**src/rtl/aes_pkg.sv**
```systemverilog
`timescale 1ns / 1ps

package aes_pkg;

	// one write beat into the round key store
	typedef struct packed {
		logic        we;
		logic [3:0]  row;
		logic [1:0]  col;
		logic [31:0] word;
	} kwr_t;

	typedef logic [3:0][63:0] key_regs_t;

	// key length codes
	localparam logic [1:0] KL_128 = 2'd0;
	localparam logic [1:0] KL_192 = 2'd1;
	localparam logic [1:0] KL_256 = 2'd2;

	localparam logic [7:0] RC_FIRST = 8'h01;
	localparam logic [7:0] GF_POLY  = 8'h1b;

	localparam logic [7:0] SBOX_FWD [256] = '{
		8'h63,8'h7c,8'h77,8'h7b,8'hf2,8'h6b,8'h6f,8'hc5,8'h30,8'h01,8'h67,8'h2b,8'hfe,8'hd7,8'hab,8'h76,
		8'hca,8'h82,8'hc9,8'h7d,8'hfa,8'h59,8'h47,8'hf0,8'had,8'hd4,8'ha2,8'haf,8'h9c,8'ha4,8'h72,8'hc0,
		8'hb7,8'hfd,8'h93,8'h26,8'h36,8'h3f,8'hf7,8'hcc,8'h34,8'ha5,8'he5,8'hf1,8'h71,8'hd8,8'h31,8'h15,
		8'h04,8'hc7,8'h23,8'hc3,8'h18,8'h96,8'h05,8'h9a,8'h07,8'h12,8'h80,8'he2,8'heb,8'h27,8'hb2,8'h75,
		8'h09,8'h83,8'h2c,8'h1a,8'h1b,8'h6e,8'h5a,8'ha0,8'h52,8'h3b,8'hd6,8'hb3,8'h29,8'he3,8'h2f,8'h84,
		8'h53,8'hd1,8'h00,8'hed,8'h20,8'hfc,8'hb1,8'h5b,8'h6a,8'hcb,8'hbe,8'h39,8'h4a,8'h4c,8'h58,8'hcf,
		8'hd0,8'hef,8'haa,8'hfb,8'h43,8'h4d,8'h33,8'h85,8'h45,8'hf9,8'h02,8'h7f,8'h50,8'h3c,8'h9f,8'ha8,
		8'h51,8'ha3,8'h40,8'h8f,8'h92,8'h9d,8'h38,8'hf5,8'hbc,8'hb6,8'hda,8'h21,8'h10,8'hff,8'hf3,8'hd2,
		8'hcd,8'h0c,8'h13,8'hec,8'h5f,8'h97,8'h44,8'h17,8'hc4,8'ha7,8'h7e,8'h3d,8'h64,8'h5d,8'h19,8'h73,
		8'h60,8'h81,8'h4f,8'hdc,8'h22,8'h2a,8'h90,8'h88,8'h46,8'hee,8'hb8,8'h14,8'hde,8'h5e,8'h0b,8'hdb,
		8'he0,8'h32,8'h3a,8'h0a,8'h49,8'h06,8'h24,8'h5c,8'hc2,8'hd3,8'hac,8'h62,8'h91,8'h95,8'he4,8'h79,
		8'he7,8'hc8,8'h37,8'h6d,8'h8d,8'hd5,8'h4e,8'ha9,8'h6c,8'h56,8'hf4,8'hea,8'h65,8'h7a,8'hae,8'h08,
		8'hba,8'h78,8'h25,8'h2e,8'h1c,8'ha6,8'hb4,8'hc6,8'he8,8'hdd,8'h74,8'h1f,8'h4b,8'hbd,8'h8b,8'h8a,
		8'h70,8'h3e,8'hb5,8'h66,8'h48,8'h03,8'hf6,8'h0e,8'h61,8'h35,8'h57,8'hb9,8'h86,8'hc1,8'h1d,8'h9e,
		8'he1,8'hf8,8'h98,8'h11,8'h69,8'hd9,8'h8e,8'h94,8'h9b,8'h1e,8'h87,8'he9,8'hce,8'h55,8'h28,8'hdf,
		8'h8c,8'ha1,8'h89,8'h0d,8'hbf,8'he6,8'h42,8'h68,8'h41,8'h99,8'h2d,8'h0f,8'hb0,8'h54,8'hbb,8'h16
	};

	localparam logic [7:0] SBOX_INV [256] = '{
		8'h52,8'h09,8'h6a,8'hd5,8'h30,8'h36,8'ha5,8'h38,8'hbf,8'h40,8'ha3,8'h9e,8'h81,8'hf3,8'hd7,8'hfb,
		8'h7c,8'he3,8'h39,8'h82,8'h9b,8'h2f,8'hff,8'h87,8'h34,8'h8e,8'h43,8'h44,8'hc4,8'hde,8'he9,8'hcb,
		8'h54,8'h7b,8'h94,8'h32,8'ha6,8'hc2,8'h23,8'h3d,8'hee,8'h4c,8'h95,8'h0b,8'h42,8'hfa,8'hc3,8'h4e,
		8'h08,8'h2e,8'ha1,8'h66,8'h28,8'hd9,8'h24,8'hb2,8'h76,8'h5b,8'ha2,8'h49,8'h6d,8'h8b,8'hd1,8'h25,
		8'h72,8'hf8,8'hf6,8'h64,8'h86,8'h68,8'h98,8'h16,8'hd4,8'ha4,8'h5c,8'hcc,8'h5d,8'h65,8'hb6,8'h92,
		8'h6c,8'h70,8'h48,8'h50,8'hfd,8'hed,8'hb9,8'hda,8'h5e,8'h15,8'h46,8'h57,8'ha7,8'h8d,8'h9d,8'h84,
		8'h90,8'hd8,8'hab,8'h00,8'h8c,8'hbc,8'hd3,8'h0a,8'hf7,8'he4,8'h58,8'h05,8'hb8,8'hb3,8'h45,8'h06,
		8'hd0,8'h2c,8'h1e,8'h8f,8'hca,8'h3f,8'h0f,8'h02,8'hc1,8'haf,8'hbd,8'h03,8'h01,8'h13,8'h8a,8'h6b,
		8'h3a,8'h91,8'h11,8'h41,8'h4f,8'h67,8'hdc,8'hea,8'h97,8'hf2,8'hcf,8'hce,8'hf0,8'hb4,8'he6,8'h73,
		8'h96,8'hac,8'h74,8'h22,8'he7,8'had,8'h35,8'h85,8'he2,8'hf9,8'h37,8'he8,8'h1c,8'h75,8'hdf,8'h6e,
		8'h47,8'hf1,8'h1a,8'h71,8'h1d,8'h29,8'hc5,8'h89,8'h6f,8'hb7,8'h62,8'h0e,8'haa,8'h18,8'hbe,8'h1b,
		8'hfc,8'h56,8'h3e,8'h4b,8'hc6,8'hd2,8'h79,8'h20,8'h9a,8'hdb,8'hc0,8'hfe,8'h78,8'hcd,8'h5a,8'hf4,
		8'h1f,8'hdd,8'ha8,8'h33,8'h88,8'h07,8'hc7,8'h31,8'hb1,8'h12,8'h10,8'h59,8'h27,8'h80,8'hec,8'h5f,
		8'h60,8'h51,8'h7f,8'ha9,8'h19,8'hb5,8'h4a,8'h0d,8'h2d,8'he5,8'h7a,8'h9f,8'h93,8'hc9,8'h9c,8'hef,
		8'ha0,8'he0,8'h3b,8'h4d,8'hae,8'h2a,8'hf5,8'hb0,8'hc8,8'heb,8'hbb,8'h3c,8'h83,8'h53,8'h99,8'h61,
		8'h17,8'h2b,8'h04,8'h7e,8'hba,8'h77,8'hd6,8'h26,8'he1,8'h69,8'h14,8'h63,8'h55,8'h21,8'h0c,8'h7d
	};

	function automatic logic [7:0] xtime(input logic [7:0] b);
		return {b[6:0], 1'b0} ^ (b[7] ? GF_POLY : 8'h00);
	endfunction

	function automatic logic [31:0] sub_word(input logic [31:0] w);
		return {SBOX_FWD[w[31:24]], SBOX_FWD[w[23:16]], SBOX_FWD[w[15:8]], SBOX_FWD[w[7:0]]};
	endfunction

	// key words: 4, 6 or 8; the unused code acts as 256-bit
	function automatic logic [3:0] key_words(input logic [1:0] kl);
		case (kl)
			KL_128:  return 4'd4;
			KL_192:  return 4'd6;
			default: return 4'd8;
		endcase
	endfunction

endpackage

```
**src/rtl/aes_key_mem.sv**
```systemverilog
`timescale 1ns / 1ps

module aes_key_mem
	import aes_pkg::*;
(
	input  logic         clk,
	input  kwr_t         kwr,
	input  logic         re,
	input  logic [3:0]   raddr,
	output logic [127:0] rdata
);

	// one row per round key, column 0 in the top lane
	logic [3:0][31:0] mem [15];

	// word write into one lane
	always_ff @(posedge clk) begin
		if (kwr.we) begin
			mem[kwr.row][~kwr.col] <= kwr.word;
		end
	end

	// registered row read
	always_ff @(posedge clk) begin
		if (re) begin
			rdata <= mem[raddr];
		end
	end

endmodule

```
**config.mk**
```make
export PLATFORM = sky130hd
export DESIGN_NAME = aes_key_mem
export DESIGN_NICKNAME = d
export VERILOG_FILES = /design/src/rtl/aes_pkg.sv /design/src/rtl/aes_key_mem.sv
export SDC_FILE = /design/constraint.sdc
export NUM_CORES = 2
export LEC_CHECK = 0
export BUFFER_PORTS_ARGS = -buffer_cell sky130_fd_sc_hd__clkbuf_2
export CAP_MARGIN = 20
export CORE_UTILIZATION = 25
export CTS_BUF_LIST = sky130_fd_sc_hd__clkbuf_16
export DETAILED_ROUTE_END_ITERATION = 7
export MAX_ROUTING_LAYER = met4
export PLACE_DENSITY = 0.43
export SYNTH_ARGS = -nofsm -noshare
export SYNTH_HDL_FRONTEND = slang
export SYNTH_SLANG_ARGS = --single-unit
```
**constraint.sdc**
```tcl
create_clock -name clk -period 4 [get_ports clk]
set_clock_uncertainty 0.15 [all_clocks]
set_input_delay 0.6 -clock clk [delete_from_list [all_inputs] [get_ports clk]]
set_output_delay 0.6 -clock clk [all_outputs]
set_load 0.02 [all_outputs]
```
=== Word level (Yosys, flattened, before mapping) ===
Memories as Yosys holds them, arrays and structs flattened. A register that Yosys moved wholly into a read port is not among the register bits.
Index checks and enable logic that the tools add are counted.

* Register bits: 0
* Bits in writable memories: 1920
* Bits of input ports: 45
* Output and inout bits: 128
* Logic and storage cells: 9
* Memories: 1

{| class="wikitable"
|+ Memory list
! name !! depth !! bits a word !! rd ports !! clocked after Yosys merged registers in !! write ports !! line !! RTL
|-
| mem || 15 || 128 || 1 || 1 || 1 || aes_key_mem.sv:14 || <nowiki>logic [3:0][31:0] mem [15];</nowiki>
|}

* $lt $le $gt $ge: 2
* Muxes and demuxes: 4
* Bitwise gates (word level): 1
* Reductions and logical operators: 1

{| class="wikitable"
|+ Operators by type and width
! cell !! number
|-
| 2-to-1 mux 128 bit || 1
|-
| demux 32 bit (select 2 bit) || 1
|-
| 2-to-1 mux 32 bit || 1
|-
| less-than comparator 2 x 3 -> 1 bit (second input constant) || 1
|-
| greater-or-equal comparator 2 x 1 -> 1 bit (second input constant) || 1
|-
| inverter 2 bit || 1
|-
| logical AND 1 bit || 1
|-
| 2-to-1 mux 1 bit || 1
|}

=== Longest topological paths before layout ===
* Depth after elaboration: 6
* Depth in mapped cells: 9
* Mapped depth without buffers: 4

=== Worst setup path before layout ===
Ideal clock, no wire load.

* Path kind: in2reg
* Start point: in kwr[32] (netlist bit)
* End point: mem mem[12][100] (netlist bit), enable pin
* Setup time: 421 ps
* Arrival: 2793 ps
* Required time: 3429 ps
* Slack: 636 ps
* Stages: 4
* Path buffers: 2
* Path through: or3b_2 -> clkbuf_1 -> clkbuf_1 -> nor2_1

* Cells in the longest elaborated chain, start to end: 6
* Elaborated cells between the ends (all ways): 7
* Those cells by class: order compare: 2; mux: 3; bitwise: 1; reduce/logical: 1

{| class="wikitable"
|+ Ends and longest elaborated chain
! item !! line !! RTL
|-
| start, declared || aes_key_mem.sv:7 || <nowiki>input kwr_t kwr,</nowiki>
|-
| inverter 2 bit * || aes_key_mem.sv:19 || <nowiki>mem[kwr.row][~kwr.col] <= kwr.word;</nowiki>
|-
| less-than comparator 2 x 3 -> 1 bit (implied by the code) / greater-or-equal comparator 2 x 1 -> 1 bit (equally long branches) || aes_key_mem.sv:19 ||
|-
| logical AND 1 bit (implied by the code) || aes_key_mem.sv:19 ||
|-
| 2-to-1 mux 32 bit (implied by the code) || aes_key_mem.sv:19 ||
|-
| demux 32 bit (select 2 bit) * || aes_key_mem.sv:19 ||
|-
| 2-to-1 mux 128 bit (implied by the code) * || aes_key_mem.sv:19 ||
|-
| end, declared || aes_key_mem.sv:14 ||
|}

Mark *: on every way between the ends. The rest lies on a longest branch, timed or not.

=== Worst setup path in the final report ===
* Start point: reg rdata[28], read port of mem
* End point: out rdata[28]

{| class="wikitable"
|+ RTL lines
! item !! line !! RTL
|-
| start, declared || aes_key_mem.sv:10 || <nowiki>output logic [127:0] rdata</nowiki>
|}

No word-level cell between the ends.

==> run_results.csv <==
group,metric,value,unit
status,status,"complete, but fails checks",
status,violations,"DRC",
cts,htreeDepth,4,
cts,cts_resized,0,
drt,first_pass_iters,7,
worst_setup_path,crit_family,"flip-flops",
global_route,grt_overflow,0,
cells_and_area,finalNetCount,4193,
cts,cts_tree,"built",
drt,wirelength,240000,um
global_route,grt_max_degree,76,
run,drv_cap,0,
worst_setup_path,crit_chain,"clkbuf_2",
pwr,switchingPower,10.3,mW
global_route,grt_pass1_wl,332000,um
timing,layout_min_cycle_time,2.46,ns
cells_and_area,syn_to_final_growth,18.8,%
global_route,antenna_found_initial,28,
die,core,309000,sq um
pwr,power.clock.fraction,41.8,%
worst_setup_path,cpPeakStageDelay,0.59,ns
drt,vias_per_cell,4.57,
logic_synthesis,synth_ff_type,"edfxtp_1",
worst_setup_path,crit_type,"reg -> out",
worst_setup_path,crit_required,3.25,ns
logic_synthesis,syn_area,77600,sq um
pwr,p_leak,29.4,nW
timing,rsz0062_at_grt,"no",
pwr,p_seq_share,52.7,%
drt,drt_iter0_markers,3283,
min_path,hold_path.class,"in -> reg",
cts,cts_num_sinks,2048,
cells_and_area,layout_common_cells,"2,048 x edfxtp_1, 270 x mux2i_1, 256 x mux4_2",
timing,period_share,61.6,%
pwr,power_density,495,nW/um^2
logic_synthesis,synthArstFlopShare,0,%
timing,setup-violations-final,0,
cells_and_area,drive_gt1_share,24.5,%
worst_setup_path,timing.critical_path.buf_inv,1,
die,dieArea,313000,sq um
pwr,power.total,45.6,mW
drt,ant_nets,0,
logic_synthesis,yosysTopAreaCell,"edfxtp_1",
worst_setup_path,crit_path_start_kind,"register",
die,initial_utilization,25.1,%
worst_setup_path,critPathCaptureType,"output pin",
logic_synthesis,syn_nets,3803,
logic_synthesis,ys_ff_latch,2048,
placement,dp_hpwl,135000,um
cts,hold_buffers,1,
logic_synthesis,ys_warn_count,0,
drt,wl_per_cell,28.5,um
cts,cts_setup_buffers,0,
pwr,power.internal,35.4,mW
placement,gp_congestion,0.736,
pwr,share_comb_of_total_power,5.5,%
logic_synthesis,avgSynthCellArea,20.6,sq um
drt,vias,38579,
die,dieHeight,559,um
die,ios,173,
cts,cts_max_path_buffers,4,
cts,path_clk_slew,0.06,ns
timing,timing.hold.ws,0.122,ns
timing,max_slew.worst_pin.slew,1.17,ns
worst_setup_path,worst_ep_arrival_time,1.71,ns
timing,fin_setup_tns,0,ns
logic_synthesis,syn_inst,3758,
drt,drc_errors,44,
die,die_w,559,um
cts,insertion_delay,0.91,ns
pwr,switching_share,22.5,%
worst_setup_path,slowest_stage,"edfxtp_1",
logic_synthesis,synth.distinct_cells,28,
pwr,vdd_drop_max,0.360,mV
cells_and_area,final_util,29.9,%
worst_setup_path,worst-path-max-fanout,1,
timing,slew_headroom,22.1,%
cts,cts-root-buf,"clkbuf_16",
logic_synthesis,synth_top_area_share,79.3,%
logic_synthesis,netlist_top_cells_area,"edfxtp_1 79%, mux4_2 7.4%, mux2i_1 3.5%",
global_route,grt_pass1_vias,39877,
timing,max_freq,406,MHz
die,rows,204,
placement,port_buffers,172,
logic_synthesis,synth_edf_count,2048,
timing,hold_viol_final,0,
timing,maxSlewViolCount,0,
logic_synthesis,ys_seq_area_share,79.3,%
cts,cts_buffers,221,
cells_and_area,final_common_cell,"edfxtp_1",
global_route,track_usage,15.6,%
-- layout make-up --
cell class	count	area [sq um]
antenna	10	25.0
sequential	2048	61500
timing repair buffer	393	3440
clock inverter	169	1040
multi-input combinational	1482	15500
tap	4120	5150
inverter	2	10.0
fill	30239	217000
clock buffer	222	5560
-- registers in the layout, indices dropped and copies added (netlist names) --
| signal | count |
|---|---|
| mem | 1920 |
| rdata | 128 |
-- per-layer routing --
| layer | part of all wire (%) | GRT usage, % |
|---|---|---|
| met4 | 1.9 | 3.25 |
| met2 | 50 | 26.2 |
| met3 | 4.5 | 2.04 |
| met5 | 0 | - |
| met1 | 44 | 20.1 |
-- logic make-up (layout without fill, tap and decap cells) --
family,Yosys count,after routing,share of synthesized area (%)
buf+inv,228,786,1.49
simple gates,353,353,2.56
compound gates,580,580,5.34
flops,2048,2048,79.3
mux,549,549,11.4
other cells,0,10,0
-- metrics by stage --
stage,worst slack [ns],cells,instance area (sq um)
final,1.54,8446,92200
after global routing,1.47,8443,92200
after CTS,1.41,8434,92100
after detailed placement,0.820,8042,85500
after global placement,0.800,8038,85400
after floorplan,0.636,3758,77600
-- cells in the mapped netlist, drive strengths merged, types with 67 or more instances --
cell / count
a211o: 91
a22oi: 105
a31oi: 105
buf: 101
clkbuf: 125
edfxtp: 2048
mux2i: 270
mux4: 256
nand2b: 131
nor2: 67
nor2b: 120
o21ai: 105
o22ai: 105
-- power by group through the flow --
stage               Sequential [mW]  Combinational [mW]  Clock [mW]
floorplan                      24.5                1.10           0
global placement               24.5                2.54           0
detailed placement             24.5                2.57           0
CTS                            24.1                2.58        19.6
global route                   24.1                2.68        20.3
finish                         24.0                2.50        19.1
-- worst reg2reg max path: stages (launching register included) --
cell and delay (ns):
edfxtp_1 0.36, mux2_4 0.28, o211ai_2 0.14, o221ai_1 0.22, a221o_1 0.46
-- final timing paths --
| check | from | end | slack, ns | cells after the start |
|---|---|---|---|---|
| hold / removal | kwr[14] | mem[10][110] | 0.12 | 1 |
| setup / recovery | rdata[28] | rdata[28] | 1.54 | 1 |
| setup reg to reg | mem[12][118] | rdata[118] | 2.12 | 4 |
| hold reg to reg | mem[14][89] | rdata[89] | 0.55 | 3 |
Power figures use the tool's default switching activity.
